File: src/design/rtcab_pkg.sv
// Shared types and register map constants for the RTC alarm register block.
`timescale 1ns / 1ps
package rtcab_pkg;

  typedef enum logic [1:0] {
    OP_TICK  = 2'd0,
    OP_READ  = 2'd1,
    OP_WRITE = 2'd2
  } rtcab_op_e;

  localparam logic [7:0] OFF_TIME_LOW    = 8'h00;
  localparam logic [7:0] OFF_TIME_HIGH   = 8'h04;
  localparam logic [7:0] OFF_ALARM_LOW   = 8'h08;
  localparam logic [7:0] OFF_ALARM_HIGH  = 8'h0c;
  localparam logic [7:0] OFF_ALARM_EN    = 8'h10;
  localparam logic [7:0] OFF_ALARM_CLR   = 8'h14;
  localparam logic [7:0] OFF_ALARM_STAT  = 8'h18;
  localparam logic [7:0] OFF_IRQ_CLR     = 8'h1c;

  localparam int unsigned TimeW = 64;
  localparam int unsigned WordW = 32;

  typedef struct packed {
    logic             tick;
    logic             wr_low;
    logic             wr_high;
    logic [WordW-1:0] wdata;
  } rtcab_tb_ctrl_t;

endpackage

File: src/design/rtcab_timebase.sv
// Timebase: base and elapsed time, with the running sum kept in a register.
`timescale 1ns / 1ps
module rtcab_timebase
  import rtcab_pkg::*;
#(
  parameter int unsigned NsPerTick = 100
) (
  input  logic                 clk_i,
  input  logic                 rst_ni,
  input  rtcab_tb_ctrl_t       ctrl_i,
  output logic [TimeW-1:0]     now_o,
  output logic [TimeW-1:0]     now_plus_o
);

  localparam logic [TimeW-1:0] Step = TimeW'(NsPerTick);

  logic [TimeW-1:0] base_q, base_d;
  logic [TimeW-1:0] elapsed_q, elapsed_d;
  logic [TimeW-1:0] now_q, now_d;

  // now_q always equals base_q + elapsed_q
  always_comb begin
    base_d    = base_q;
    elapsed_d = elapsed_q;
    now_d     = now_q;
    if (ctrl_i.tick) begin
      elapsed_d = elapsed_q + Step;
      now_d     = now_q + Step;
    end else if (ctrl_i.wr_low || ctrl_i.wr_high) begin
      if (ctrl_i.wr_low) begin
        base_d = {base_q[TimeW-1:WordW], ctrl_i.wdata};
      end else begin
        base_d = {ctrl_i.wdata, base_q[WordW-1:0]};
      end
      now_d = base_d + elapsed_q;
    end
  end

  always_ff @(posedge clk_i or negedge rst_ni) begin
    if (!rst_ni) begin
      base_q    <= '0;
      elapsed_q <= '0;
      now_q     <= '0;
    end else begin
      base_q    <= base_d;
      elapsed_q <= elapsed_d;
      now_q     <= now_d;
    end
  end

  assign now_o      = now_q;
  assign now_plus_o = now_q + Step;

endmodule

File: src/design/rtc_alarm_register_block_unit.sv
// Top level of the RTC alarm register block: register decode, alarm and result register.
// One word (tick, register read or register write) is taken per cycle and its result
// appears in the output register in the next cycle; a stalled output holds the input off
// only while the result register is full and not being drained. The current time is
// kept as a running sum, so reads and the alarm compare see it without a carry chain
// through the base and elapsed values. A tick raises the IRQ in its own result if the
// advanced time reaches the alarm; a write that makes the alarm due shows on the next word.
`timescale 1ns / 1ps
module rtc_alarm_register_block_unit
  import rtcab_pkg::*;
#(
  parameter int unsigned NS_PER_TICK = 100
) (
  input  logic             clk_i,
  input  logic             rst_ni,
  input  logic             in_valid_i,
  output logic             in_ready_o,
  input  logic [1:0]       opcode_i,
  input  logic [7:0]       offset_i,
  input  logic [31:0]      write_data_i,
  output logic             out_valid_o,
  input  logic             out_ready_i,
  output logic [31:0]      read_data_o,
  output logic             irq_o
);

  logic                 accept;
  rtcab_tb_ctrl_t       tb_ctrl;
  logic [TimeW-1:0]     now;
  logic [TimeW-1:0]     now_plus;

  logic [TimeW-1:0]     alarm_q, alarm_d;
  logic                 en_q, en_d;
  logic                 stat_q, stat_d;
  logic                 stat_pre;
  logic [WordW-1:0]     rdata;

  logic                 out_valid_q;
  logic [WordW-1:0]     rdata_q;
  logic                 irq_q;

  assign in_ready_o = !out_valid_q || out_ready_i;
  assign accept     = in_valid_i && in_ready_o;

  assign stat_pre = stat_q || (en_q && (now >= alarm_q));

  always_comb begin
    tb_ctrl       = '0;
    tb_ctrl.wdata = write_data_i;
    alarm_d       = alarm_q;
    en_d          = en_q;
    stat_d        = stat_pre;
    rdata         = '0;
    case (rtcab_op_e'(opcode_i))
      OP_TICK: begin
        tb_ctrl.tick = accept;
        stat_d       = stat_pre || (en_q && (now_plus >= alarm_q));
      end
      OP_READ: begin
        case (offset_i)
          OFF_TIME_LOW:   rdata = now[WordW-1:0];
          OFF_TIME_HIGH:  rdata = now[TimeW-1:WordW];
          OFF_ALARM_EN:   rdata = WordW'(en_q);
          OFF_ALARM_STAT: rdata = WordW'(stat_pre);
          default:        rdata = '0;
        endcase
      end
      OP_WRITE: begin
        case (offset_i)
          OFF_TIME_LOW:   tb_ctrl.wr_low = accept;
          OFF_TIME_HIGH:  tb_ctrl.wr_high = accept;
          OFF_ALARM_LOW:  alarm_d = {alarm_q[TimeW-1:WordW], write_data_i};
          OFF_ALARM_HIGH: alarm_d = {write_data_i, alarm_q[WordW-1:0]};
          OFF_ALARM_EN:   en_d = (write_data_i != '0);
          OFF_ALARM_CLR: begin
            en_d   = 1'b0;
            stat_d = 1'b0;
          end
          OFF_IRQ_CLR:    stat_d = 1'b0;
          default: ;
        endcase
      end
      default: ;
    endcase
  end

  rtcab_timebase #(
    .NsPerTick (NS_PER_TICK)
  ) u_timebase (
    .clk_i      (clk_i),
    .rst_ni     (rst_ni),
    .ctrl_i     (tb_ctrl),
    .now_o      (now),
    .now_plus_o (now_plus)
  );

  always_ff @(posedge clk_i or negedge rst_ni) begin
    if (!rst_ni) begin
      alarm_q     <= '0;
      en_q        <= 1'b0;
      stat_q      <= 1'b0;
      out_valid_q <= 1'b0;
      irq_q       <= 1'b0;
    end else begin
      if (accept) begin
        alarm_q <= alarm_d;
        en_q    <= en_d;
        stat_q  <= stat_d;
        irq_q   <= stat_d;
      end
      if (accept) begin
        out_valid_q <= 1'b1;
      end else if (out_ready_i) begin
        out_valid_q <= 1'b0;
      end
    end
  end

  always_ff @(posedge clk_i) begin
    if (accept) begin
      rdata_q <= rdata;
    end
  end

  assign out_valid_o = out_valid_q;
  assign read_data_o = rdata_q;
  assign irq_o       = irq_q;

endmodule

File: config.mk
export PLATFORM = sky130hd
export DESIGN_NAME = rtc_alarm_register_block_unit
export DESIGN_NICKNAME = d
export VERILOG_FILES = /design/src/design/rtcab_pkg.sv /design/src/design/rtcab_timebase.sv /design/src/design/rtc_alarm_register_block_unit.sv
export SDC_FILE = /design/constraint.sdc
export NUM_CORES = 1
export LEC_CHECK = 0
export ABC_AREA = 1
export BUFFER_PORTS_ARGS = -buffer_cell sky130_fd_sc_hd__buf_2
export CORE_MARGIN = 2
export CORE_UTILIZATION = 45
export DETAILED_ROUTE_END_ITERATION = 10
export GPL_TIMING_DRIVEN = 0
export PLACE_DENSITY = 0.59
export SYNTH_ARGS = -nofsm -noshare
export SYNTH_HDL_FRONTEND = slang
export SYNTH_HIERARCHICAL = 1
export SYNTH_SLANG_ARGS = --single-unit
File: constraint.sdc
create_clock -name clk_i -period 4.5 [get_ports clk_i]
set_input_delay 0 -clock clk_i [delete_from_list [all_inputs] [get_ports clk_i]]
set_output_delay 0 -clock clk_i [all_outputs]
set_load 0.02 [all_outputs]
### Word-level counts from Yosys, hierarchy flattened

Index checks and enable logic that the tools add are counted.

| word-level totals | value |
|---|---|
| register bits | 291 |
| output and inout port bits | 35 |

| operators by class | value |
|---|---|
| $add $sub $neg | 3 |
| magnitude comparators | 2 |
| eq/ne operators | 9 |
| mux-type cells | 16 |
| bitwise operators | 3 |
| reductions and logical operators | 19 |

Operators by type and width:

| operator | count |
|---|---|
| two-way mux 64 bit | 5 |
| adder 64 x 7 -> 64 bit, second input constant | 2 |
| >= comparator 64 bit | 2 |
| one-hot mux 32 bit (4 select lines) | 1 |
| one-hot mux 64 bit (2 select lines) | 1 |
| adder 64 bit | 1 |
| equality test 8 x 5 -> 1 bit, second input constant | 4 |
| nonzero test 32 bit | 1 |
| equality test 8 x 4 -> 1 bit, second input constant | 2 |
| equality test 8 x 3 -> 1 bit, second input constant | 1 |
| zero test 8 bit | 1 |
| AND reduction 4 bit | 2 |
| two-way mux 1 bit | 6 |
| nonzero test 2 bit | 3 |
| logical OR 1 bit | 4 |
| one-hot mux 1 bit (2 select lines) | 2 |
| logical AND 1 bit | 3 |
| NOT 1 bit | 3 |
| AND reduction 3 bit | 1 |
| equality test 2 x 1 -> 1 bit, second input constant | 1 |
| equality test 2 bit, second input constant | 1 |
| zero test 2 bit | 1 |
| two-way mux 2 bit | 1 |
| AND reduction 2 bit | 1 |
| other kinds (2) | 2 |

### Logic depth before layout (Yosys ltp)

Gate-level depths: netlist (run 1).

| depth | value |
|---|---|
| depth after elaboration | 11 |
| gate-level depth with buffers | 27 |

### Modules after synthesis

The synthesis (run 1) kept the hierarchy.

By module, submodules not included:

| module | times used | cells each | area an instance (um^2) |
|---|---|---|---|
| rtcab_timebase | 1 | 2610 | 16555.9 |
| rtc_alarm_register_block_unit | 1 | 944 | 7489.7 |

### Worst setup path before layout (run 1)

No wires, ideal clock.

| path | value |
|---|---|
| path kind | reg-to-reg |
| start point | register out_valid_q (netlist: out_valid_o) |
| end point | register u_timebase.now_q[50] (netlist: u_timebase/now_o[50]) |
| data arrival time | 3937 ps |
| data required time | 4381 ps |
| slack | 444 ps |
| cell stages (with the launch flop) | 26 |
| buffers on the path | 3 |
| cell sequence | dfrtp_1 -> nand2_2 -> nand2_2 -> inv_2 -> nand2_1 -> nor4_1 -> buf_2 -> clkbuf_1 -> clkbuf_1 -> nand2_1 -> o21ai_0 -> ha_1 -> fa_1 -> nand2_1 -> nand3_1 -> o21ai_1 -> o21bai_1 -> nand2_1 -> nand2_1 -> nand2_1 -> nand2_1 -> nand2_1 -> nand2_1 -> nand2_1 -> nand3_1 -> nand2_1 |

RTL lines:

| element | line | RTL |
|---|---|---|
| start, declared | rtc_alarm_register_block_unit.sv:38 | `logic out_valid_q;` |
| start signal, assigned | rtc_alarm_register_block_unit.sv:102 | `out_valid_q <= 1'b0;` |
| start signal, assigned | rtc_alarm_register_block_unit.sv:112 | `out_valid_q <= 1'b1;` |
| start signal, assigned | rtc_alarm_register_block_unit.sv:114 | `out_valid_q <= 1'b0;` |
| end signal, assigned | rtcab_timebase.sv:47 | `now_q <= now_d;` |
| end, declared | rtcab_timebase.sv:19 | `logic [TimeW-1:0] now_q, now_d;` |

==> summary.md, run 1 <==
| Metric | Value |
|---|---|
| CP cell instances | `nand2_2 > nand2_4 > clkinv_8 > nand2_1 > nor4_4 > buf_4 > buf_2 > nor2_1 > a21oi_1 > ha_1 > nand2_1 > nor2_1 > nand2_1 > inv_1 > a21oi_1 > nor2_1 > nor2_1 > nand2_1 > nand2_1 > nand3_1 > nand2_1` |
| Final worst-path cycle share | `0.957` |
| Final wirelength | `97.3 mm` |
| Core Area | `52,700 um^2` |
| Slew HR | `0.250` |
| Slowest stage delay, CP | `430 ps` |
| Die H | `235 um` |
| Top sig layer | `met5` |
| Clock sink total | `289` |
| Multi-input logic area | `14,200 um^2` |
| Clock Latency Late Sink | `580 ps` |
| Synth top area cells | `dfrtp_1 (27%), nand2_1 (17%), ha_1 (9.9%)` |
| Largest net degree at the start of global routing | `116` |
| P per Cell Area | `350 nW/um^2` |
| Worst hold-check path type | `input pin to flop` |
| Vias | `24,221` |
| Post-synth EDFFs | `32` |
| Clk slew on worst S/H paths | `60 ps` |
| Hold_ws | `125 ps` |
| Placed instance area | `25,400 um^2` |
| Buffers added on ports | `80` |
| Routability-driven placement congestion ratio | `1.04` |
| IO Pins | `81` |
| Leak | `13.4 nW` |
| DRT antenna net count | `0` |
| Post-Syn Nets | `3,792` |
| Commonest non-fill, non-tap cell in the layout | `nand2_1` |
| Sequential share of the synthesized area | `0.307` |
| Slowest cell on crit path | `a21oi_1` |
| Final Hold Vio Count | `0` |
| Initial DRT Pass Iterations | `6` |
| Die footprint | `55,300 um^2` |
| Fin area | `27,300 um^2` |
| Most used cell, CP | `nand2_1` |
| Max cap viols | `0` |
| WP data arrival | `4820 ps` |
| Initial antenna violation count | `3` |
| Peak VDD IR | `0.000351 V` |
| DR WL met3 | `7.05 mm` |
| Ys async rst share | `0.889` |
| Critical path peak fanout | `17` |
| Gr ovfl total | `0` |
| RSZ-0062 raised after global routing | `no` |
| First-pass GRT wire length | `142 mm` |
| Final min period | `4310 ps` |
| Fillers | `5,490` |
| Tot Pwr | `0.00954 W` |
| Chip width | `235 um` |
| Area Overhead vs Synth | `13.4%` |
| Drt drc | `0` |
| CP Class | `flop to flop` |
| Met1 wire length | `39.4 mm` |
| Gate Count Post-Synth | `3,554` |
| Required time of the critical path | `5010 ps` |
| Most frequent cells in the layout | `nand2_1 (1,071), inv_1 (564), nor2_1 (307)` |
| Critical Path Sink Type | `flop` |
| Final setup fails | `0` |
| Initial DRC count | `2,400` |
| Clk buf depth | `3` |
| Std cell rows | `84` |
| Yosys warnings | `6` |
| Worst setup SP type | `flop` |
| Main synth FF type | `dfrtp_1` |
| Layout cell share with drive strength beyond 1 | `0.0962` |
| Max Fclk | `232 MHz` |
| Share of the synthesized area in the top cell type | `0.267` |
| Drt via density | `5.45` |
| Syn_area_per_cell | `6.77 um^2` |
| Nets | `3,964` |
| Status | `finished clean` |
| Yosys reg bits | `289` |
| Gr usage total | `0.346` |
| Post-DP HPWL | `77.9 mm` |
| CTS tree | `done` |
| Worst-Margin Slew | `1120 ps` |
| WL/cell | `21.9 um` |
| FF/Latch Area | `7390 um^2` |
| Top cell type by total area after synthesis | `dfrtp_1` |
| Starting Density | `0.457` |
| Layout Skew | `41.5 ps` |
| Synth Cell Area | `24,000 um^2` |
| Vias in the first global route | `23,289` |
| CTS Buf Count | `36` |
| CTS Root Buffer Type | `clkbuf_16` |
| H-Tree Depth | `2` |
| Fin. max-slew vios | `0` |
| Met2 WL | `43.7 mm` |
| Synth cell types | `60` |
[synth_stat cells (18+ instances only)]
master,number
a21oi_2,31
o21ai_1,43
buf_2,23
o21ai_0,164
edfxtp_1,32
nand4_1,53
nand3b_1,19
xnor2_1,30
nor4_1,19
clkbuf_1,36
inv_2,19
nor3_2,19
dfrtp_1,257
nor3_1,67
o21bai_1,24
inv_1,564
nor2_2,18
ha_1,191
nand2_1,1071
xor2_1,82
nor2_1,308
nand3_1,146
a21oi_1,192
[per-stage QoR]
step	utilization	instances	worst slack [ps]	TNS [ps]
global route	0.518	4442	4.80	0
detailed placement	0.482	4324	-1430	-55290
floorplan	-	3554	444	0
finish	0.518	4445	194	0
CTS	0.516	4439	6.13	0
global placement	0.481	4322	-1540	-431820
[area by class of cell]
type                       instances  area share
antenna                            3    0.000275
buffer                            74      0.0140
clock buffer                      54      0.0412
clock inverter                    12     0.00427
inverter                         585      0.0810
multi-input combinational       2606       0.520
sequential                       289       0.271
tap                              688      0.0316
timing repair buffer             133      0.0360
timing repair inverter             1    0.000321
[logic make-up (layout without fill, tap and decap cells)]
group	Yosys count	count (layout)	synth area share
AO/OA/AOI/OAI	509	509	0.119
AND/OR/NAND/NOR	1786	1786	0.321
other	0	3	0
buffers and inverters	659	859	0.106
flip-flops	289	289	0.307
XOR/XNOR	119	119	0.0455
adder cells (fa/ha/maj)	192	192	0.100
[power by group]
group | internal [W] | total [W] | switching, W | leakage, nW
sequential | 0.00286 | 0.00333 | 0.000474 | 3.34
clock | 0.00180 | 0.00302 | 0.00122 | 0.608
combinational | 0.00108 | 0.00319 | 0.00211 | 9.41
total | 0.00573 | 0.00954 | 0.00381 | 13.4
[worst paths after layout]
kind / startpoint / to / slack (ps) / depth (start not counted)
worst min-delay path: offset_i[6] / read_data_o[2] / 130 / 6
worst max-delay path: out_valid_o / u_timebase/now_o[59] / 190 / 21
max in group asynchronous: rst_ni / u_timebase/now_o[58] / 2870 / 5
worst min register to register: alarm_q[61] / alarm_q[61] / 480 / 2
min in group asynchronous: rst_ni / u_timebase/elapsed_q[7] / 500 / 4
worst max register to register: out_valid_o / u_timebase/now_o[59] / 190 / 21
[routing by layer]
layer	GRT usage	vias to the layer above
li1	-	11692
met1	0.427	11187
met2	0.566	1027
met3	0.0514	313
met4	0.221	2
met5	0	-
[registers in the layout, indices dropped and copies added (netlist names)]
name / cells
out_valid_o: 1
alarm_q: 64
u_timebase/base_q: 64
read_data_o: 32
u_timebase/now_o: 64
en_q: 1
irq_o: 1
u_timebase/elapsed_q: 62
[timing repair]
item	CTS	global route
endpoints found under the hold margin	251	0
buffers inserted	0	2
hold buffers	49	0
cloned	0	1
gates resized for setup	23	23
pin swaps	0	3
setup endpoints to repair	61	39
[critical path, delay by kind of cell, from the launching register on]
kind | cells | cell delay (ps)
compound gates | 2 | 810
simple gates | 14 | 1830
fa+ha+maj | 1 | 430
flops | 1 | 400
buf+inv | 4 | 770
Power figures use the tool's default switching activity.
==> inputs of run 2 (changes only) <==
--- a/config.mk
+++ b/config.mk
@@ -11,7 +11,6 @@
 export CORE_UTILIZATION = 45
 export DETAILED_ROUTE_END_ITERATION = 10
 export GPL_TIMING_DRIVEN = 0
-export PLACE_DENSITY = 0.59
 export SYNTH_ARGS = -nofsm -noshare
 export SYNTH_HDL_FRONTEND = slang
 export SYNTH_HIERARCHICAL = 1
==> run 2 against run 1 <==
Compared with the run above:
- wire length rose by 0.16%
- core utilization decreased by 0.11 points
- sequential cell count unchanged
- power fell by 1.0%
- design area shrank 0.22%
- count of clock-buffer cells in the layout shrank 1
- via count decreased by 0.64%
- global-route usage is 0.24 points higher
- register-to-register slack got worse by 70 ps
- first-iteration DRC count down 3.8%
- worst setup slack worse by 71 ps
- non-clock buffer count decreased by 2
- largest cell class unchanged
==> summary.md, run 2 (synthesis gave the netlist of run 1 again) <==
| Metric | Value |
|---|---|
| Finished Core Util | `0.517` |
| Layout cell share with drive strength beyond 1 | `0.0970` |
| Commonest non-fill, non-tap cell in the layout | `nand2_1` |
| Drt drc | `0` |
| Worst-Margin Slew | `1110 ps` |
| Clock Latency Late Sink | `580 ps` |
| Most used cell, CP | `nand2_1` |
| IO Pins | `81` |
| Critical Path Sink Type | `flop` |
| Chip width | `235 um` |
| Slack of the critical path | `123 ps` |
| CTS Root Buffer Type | `clkbuf_16` |
| Slew HR | `0.259` |
| CP Class | `flop to flop` |
| Starting Density | `0.457` |
| Gr ovfl total | `0` |
| Peak VDD IR | `0.000301 V` |
| Final Hold Vio Count | `0` |
| Required time of the critical path | `5000 ps` |
| Clock sink total | `289` |
| Reg2Reg Launch Point | `out_valid_o` |
| Worst hold-check path type | `input pin to asynchronous set/reset pin` |
| CTS tree | `done` |
| Slowest stage delay, CP | `460 ps` |
| Status | `finished clean` |
| Final min period | `4380 ps` |
| Post-Place Worst Slack | `-1340 ps` |
| Max Fclk | `228 MHz` |
| WL/cell | `21.9 um` |
| Area Overhead vs Synth | `13.2%` |
| Final worst-path cycle share | `0.973` |
| Initial DRC count | `2,309` |
| Die footprint | `55,300 um^2` |
| Fin area | `27,200 um^2` |
| CTS Buf Count | `38` |
| Gr usage total | `0.348` |
| Layout Skew | `35.8 ps` |
| Slowest cell on crit path | `ha_2` |
| Die H | `235 um` |
| Buffers added on ports | `80` |
| Number of inserted diodes | `0` |
| Hold_ws | `16.2 ps` |
| Clk buf depth | `3` |
| First-pass GRT wire length | `144 mm` |
| Std cell rows | `84` |
| H-Tree Depth | `2` |
| Critical path origin | `out_valid_o` |
| P per Cell Area | `347 nW/um^2` |
| Drt via density | `5.42` |
| Final setup fails | `0` |
| RSZ-0062 raised after global routing | `no` |
| CP cell instances | `nand2_2 > nand2_4 > inv_12 > nand2_1 > nor4_4 > buf_6 > buf_2 > nor2_1 > a21oi_1 > ha_2 > nand2_1 > nand2_1 > nand2_1 > nand2_1 > inv_1 > nand2_1 > a21oi_1 > nor2_1 > nor2_1 > nand2_1 > nand2_1 > nand3_1 > nand2_1` |
| Placed instance area | `25,400 um^2` |
| Vias in the first global route | `23,269` |
| DRT antenna net count | `0` |
| Clk slew on worst S/H paths | `60 ps` |
| Core Area | `52,700 um^2` |
| Setup tns final | `0 ps` |
| Crit path capture | `u_timebase/now_o[59]` |
| Fin. max-slew vios | `0` |
| Largest net degree at the start of global routing | `96` |
| Critical path peak fanout | `17` |
| Worst setup SP type | `flop` |
| Nets | `3,964` |
| Reg2Reg Depth | `23` |
| Reg2reg setup slack | `120 ps` |
| Routability-driven placement congestion ratio | `1.02` |
| Initial DRT Pass Iterations | `7` |
| Leak | `13.3 nW` |
| Most frequent cells in the layout | `nand2_1 (1,071), inv_1 (564), nor2_1 (307)` |
| Post-DP HPWL | `78.2 mm` |
| Vias | `24,065` |
| Initial antenna violation count | `1` |
| Critical R2R Capture | `u_timebase/now_o[59]` |
| WP data arrival | `4880 ps` |
| Final wirelength | `97.5 mm` |
| Max cap viols | `0` |
[run 2: cell types whose count changed in the layout (fill, tap and decap cells not counted), sizes merged]
cell	before	now
buf	123	121
bufinv	1	0
clkinv	9	10
clkinvlp	2	0
diode	3	0
dlygate4sd3	48	47
inv	586	591
[run 2: critical path: cells and delay by family (launching register included)]
family          cells  cell delay [ps]
buf+inv             4              730
compound gates      2              780
flops               1              400
simple gates       16             1900
fa+ha+maj           1              460
[run 2: timing repair]
item	CTS	global route
endpoints found under the setup margin	61	38
endpoints found under the hold margin	180	0
hold buffers	47	0
resized for setup	20	38
buffers inserted	1	1
pin swaps	1	2
cloned	0	1
[run 2: per-stage QoR]
step / power [W] / instances
after floorplan: 0.00524 / 3554
after global placement: 0.00634 / 4322
after detailed placement: 0.00636 / 4324
after CTS: 0.00937 / 4440
after global routing: 0.0100 / 4442
final: 0.00944 / 4442
[run 2: routing by layer]
metal  track usage  up-vias  wire (um)
li1              -    11678          -
met1         0.440    11125      40200
met2         0.567      968      43900
met3        0.0500      292       6620
met4         0.208        2       6720
met5             0        -         13
[run 2: worst min-delay path by stage]
stage | slack (ps) | endpoint | startpoint | depth (start not counted)
CTS | 10 | read_data_o[0] | offset_i[6] | 6
finish | 20 | u_timebase/elapsed_q[7] | rst_ni | 2
global placement | 290 | out_valid_o | out_ready_i | 4
floorplan | -300 | alarm_q[0] | rst_ni | 0
global route | 80 | u_timebase/base_q[9] | rst_ni | 2
detailed placement | 50 | u_timebase/elapsed_q[7] | rst_ni | 1
[run 2: cell type report]
cell class,instances,area (um^2)
Multi-Input combinational cell,2606,14200
Clock buffer,53,1080
Fill cell,5446,25400
Clock inverter,15,120
Timing Repair Buffer,131,951
Buffer,74,387
Timing Repair inverter,1,8.76
Sequential cell,289,7390
Inverter,585,2210
Tap cell,688,861
[run 2: power by group]
part,switching (W),internal (W)
sequential,0.000476,0.00286
combinational,0.00210,0.00107
clock,0.00124,0.00170
total,0.00382,0.00562
==> inputs of run 3 (changes only) <==
--- a/config.mk
+++ b/config.mk
@@ -11,6 +11,7 @@
 export CORE_UTILIZATION = 45
 export DETAILED_ROUTE_END_ITERATION = 10
 export GPL_TIMING_DRIVEN = 0
+export PLACE_DENSITY = 0.62
 export SYNTH_ARGS = -nofsm -noshare
 export SYNTH_HDL_FRONTEND = slang
 export SYNTH_HIERARCHICAL = 1
==> run 3 against run 2 <==
Compared with the run above:
- register-to-register slack gained 60 ps
- core utilization shrank 0.074 points
- clock skew shrank 7.0 ps
- final cell count is essentially flat
==> summary.md, run 3 (synthesis gave the netlist of run 1 again) <==
| Metric | Value |
|---|---|
| IO Pins | `81` |
| Buffers added on ports | `80` |
| Most used cell, CP | `nand2_1` |
| CTS Buf Count | `36` |
| Slew HR | `0.301` |
| Max Fclk | `232 MHz` |
| Gr usage total | `0.340` |
| Chip width | `235 um` |
| Drt drc | `0` |
| Vias in the first global route | `22,744` |
| Reg2reg setup slack | `190 ps` |
| Critical Path Sink Type | `flop` |
| Vias | `24,164` |
| Clk buf depth | `3` |
| Placed instance area | `25,400 um^2` |
| Reg2Reg Depth | `23` |
| Layout cell share with drive strength beyond 1 | `0.0947` |
| WHS Endpoint | `en_q` |
| First-pass GRT wire length | `140 mm` |
| Clk pwr share | `0.315` |
| Commonest non-fill, non-tap cell in the layout | `nand2_1` |
| Non-filler cells, final | `4,438` |
| WL/cell | `21.6 um` |
| Required time of the critical path | `4940 ps` |
| Final setup fails | `0` |
| Initial DRT Pass Iterations | `6` |
| CTS tree | `done` |
| Nets | `3,962` |
| Fillers | `5,459` |
| Die footprint | `55,300 um^2` |
| Fin. max-slew vios | `0` |
| Layout Skew | `28.8 ps` |
| Post-DP HPWL | `76.8 mm` |
| Std cell rows | `84` |
| Clock Latency Late Sink | `570 ps` |
| Critical R2R Capture | `u_timebase/now_o[56]` |
| Worst-Margin Slew | `1050 ps` |
| Number of inserted diodes | `0` |
| Final Hold Vio Count | `0` |
| Max cap viols | `0` |
| Largest net degree at the start of global routing | `115` |
| Switching part of the total | `0.400` |
| Final wirelength | `96.0 mm` |
| Met1 wire length | `39.6 mm` |
| Worst setup SP type | `flop` |
| Worst hold-check path type | `input pin to flop` |
| Slowest cell on crit path | `dfrtp_1` |
| Slowest stage delay, CP | `390 ps` |
| Final worst-path cycle share | `0.959` |
| Critical path origin | `out_valid_o` |
| Peak VDD IR | `0.000289 V` |
| Final min period | `4310 ps` |
| Clock sink total | `289` |
| Hold_ws | `24.9 ps` |
| Sequential share of power | `0.352` |
| Initial DRC count | `2,432` |
| Core Area | `52,700 um^2` |
| CP cell instances | `nand2_2 > nand2_4 > inv_12 > nand2_1 > nor4_4 > buf_6 > clkbuf_4 > clkbuf_4 > nand2_1 > o21ai_0 > ha_2 > fa_1 > nand2_1 > nand3_1 > o21ai_2 > o21ai_2 > nand2_1 > nand3_1 > nand3_1 > nand2_1 > nand2_1 > nand3_1 > nand2_1` |
| H-Tree Depth | `2` |
| Post-Place Worst Slack | `-1250 ps` |
| Met2 WL | `43.0 mm` |
| P per Cell Area | `348 nW/um^2` |
| Leak | `13.3 nW` |
| Comb pwr share | `0.334` |
| Placed insts | `4,324` |
| Critical path peak fanout | `17` |
| Top sig layer | `met5` |
| CP Class | `flop to flop` |
| Reg2Reg Launch Point | `out_valid_o` |
| Initial antenna violation count | `1` |
| Slack of the critical path | `186 ps` |
| Status | `finished clean` |
| DR WL met3 | `7.07 mm` |
| Internal power | `0.00567 W` |
| Most frequent cells in the layout | `nand2_1 (1,071), inv_1 (564), nor2_1 (308)` |
| Clk slew on worst S/H paths | `60 ps` |
| CTS Root Buffer Type | `clkbuf_16` |
| Worst hold start | `offset_i[1]` |
| DRT antenna net count | `0` |
| Sw Pwr | `0.00378 W` |
| Gr ovfl total | `0` |
| WP data arrival | `4750 ps` |
| Setup tns final | `0 ps` |
| Area Overhead vs Synth | `13.0%` |
| Die H | `235 um` |
| Drt via density | `5.44` |
| Hold depth | `7` |
| Starting Density | `0.457` |
| Routability-driven placement congestion ratio | `0.993` |
| Fin area | `27,200 um^2` |
-- run 3: changes by cell type in the layout (fill, tap and decap cells not counted), sizes merged --
cell	previous run	this run
bufinv	0	1
clkinv	10	8
inv	591	590
dlygate4sd3	47	45
-- run 3: how the worst max path moves through the flow --
stage | cells past startpoint | end | slack, ps
floorplan | 25 | u_timebase/now_o[50] | 440
finish | 23 | u_timebase/now_o[56] | 190
global placement | 1 | alarm_q[5] | -1510
detailed placement | 21 | u_timebase/now_o[57] | -1250
CTS | 21 | u_timebase/now_o[57] | 40
global route | 23 | u_timebase/now_o[56] | -8
-- run 3: worst max-delay path, delay by kind of cell (launching register included) --
kind                     cells  cell delay, ps
adder cells (fa/ha/maj)      2             510
AO/OA/AOI/OAI                3             500
AND/OR/NAND/NOR             14            1930
flip-flops                   1             390
buffers and inverters        4             860
-- run 3: routing by layer --
| metal | vias up | track usage |
|---|---|---|
| li1 | 11690 | - |
| met1 | 11188 | 0.431 |
| met2 | 1024 | 0.552 |
| met3 | 260 | 0.0511 |
| met4 | 2 | 0.197 |
| met5 | - | 0 |
-- run 3: power by group through the flow --
stage | clock [W] | combinational [W] | sequential [W]
floorplan | 0 | 0.00207 | 0.00317
global placement | 0 | 0.00295 | 0.00335
detailed placement | 0 | 0.00299 | 0.00335
CTS | 0.00302 | 0.00306 | 0.00330
global route | 0.00313 | 0.00350 | 0.00334
finish | 0.00297 | 0.00315 | 0.00332
-- run 3: timing repair --
action | 4_1_cts | 5_1_grt
endpoints found under the setup margin | 61 | 37
gates cloned | 0 | 1
buffers inserted | 0 | 3
pin swaps | 0 | 3
hold buffers | 46 | 0
gates resized for setup | 21 | 23
endpoints found under the hold margin | 358 | 0
-- run 3: per-stage QoR --
| stage | utilization | power (W) |
|---|---|---|
| 6_report | 0.516 | 0.00945 |
| 5_1_grt | 0.516 | 0.00997 |
| 4_1_cts | 0.514 | 0.00938 |
| 3_5_place_dp | 0.482 | 0.00634 |
| 3_3_place_gp | 0.481 | 0.00630 |
| 2_1_floorplan | - | 0.00524 |
-- run 3: layout make-up --
class | instances | area (um^2) | share of cell area
Buffer | 74 | 387 | 0.0142
Clock buffer | 51 | 1080 | 0.0398
Clock inverter | 13 | 113 | 0.00414
Inverter | 585 | 2210 | 0.0813
Multi-Input combinational cell | 2606 | 14200 | 0.521
Sequential cell | 289 | 7390 | 0.272
Tap cell | 688 | 861 | 0.0317
Timing Repair Buffer | 131 | 958 | 0.0353
Timing Repair inverter | 1 | 8.76 | 0.000322
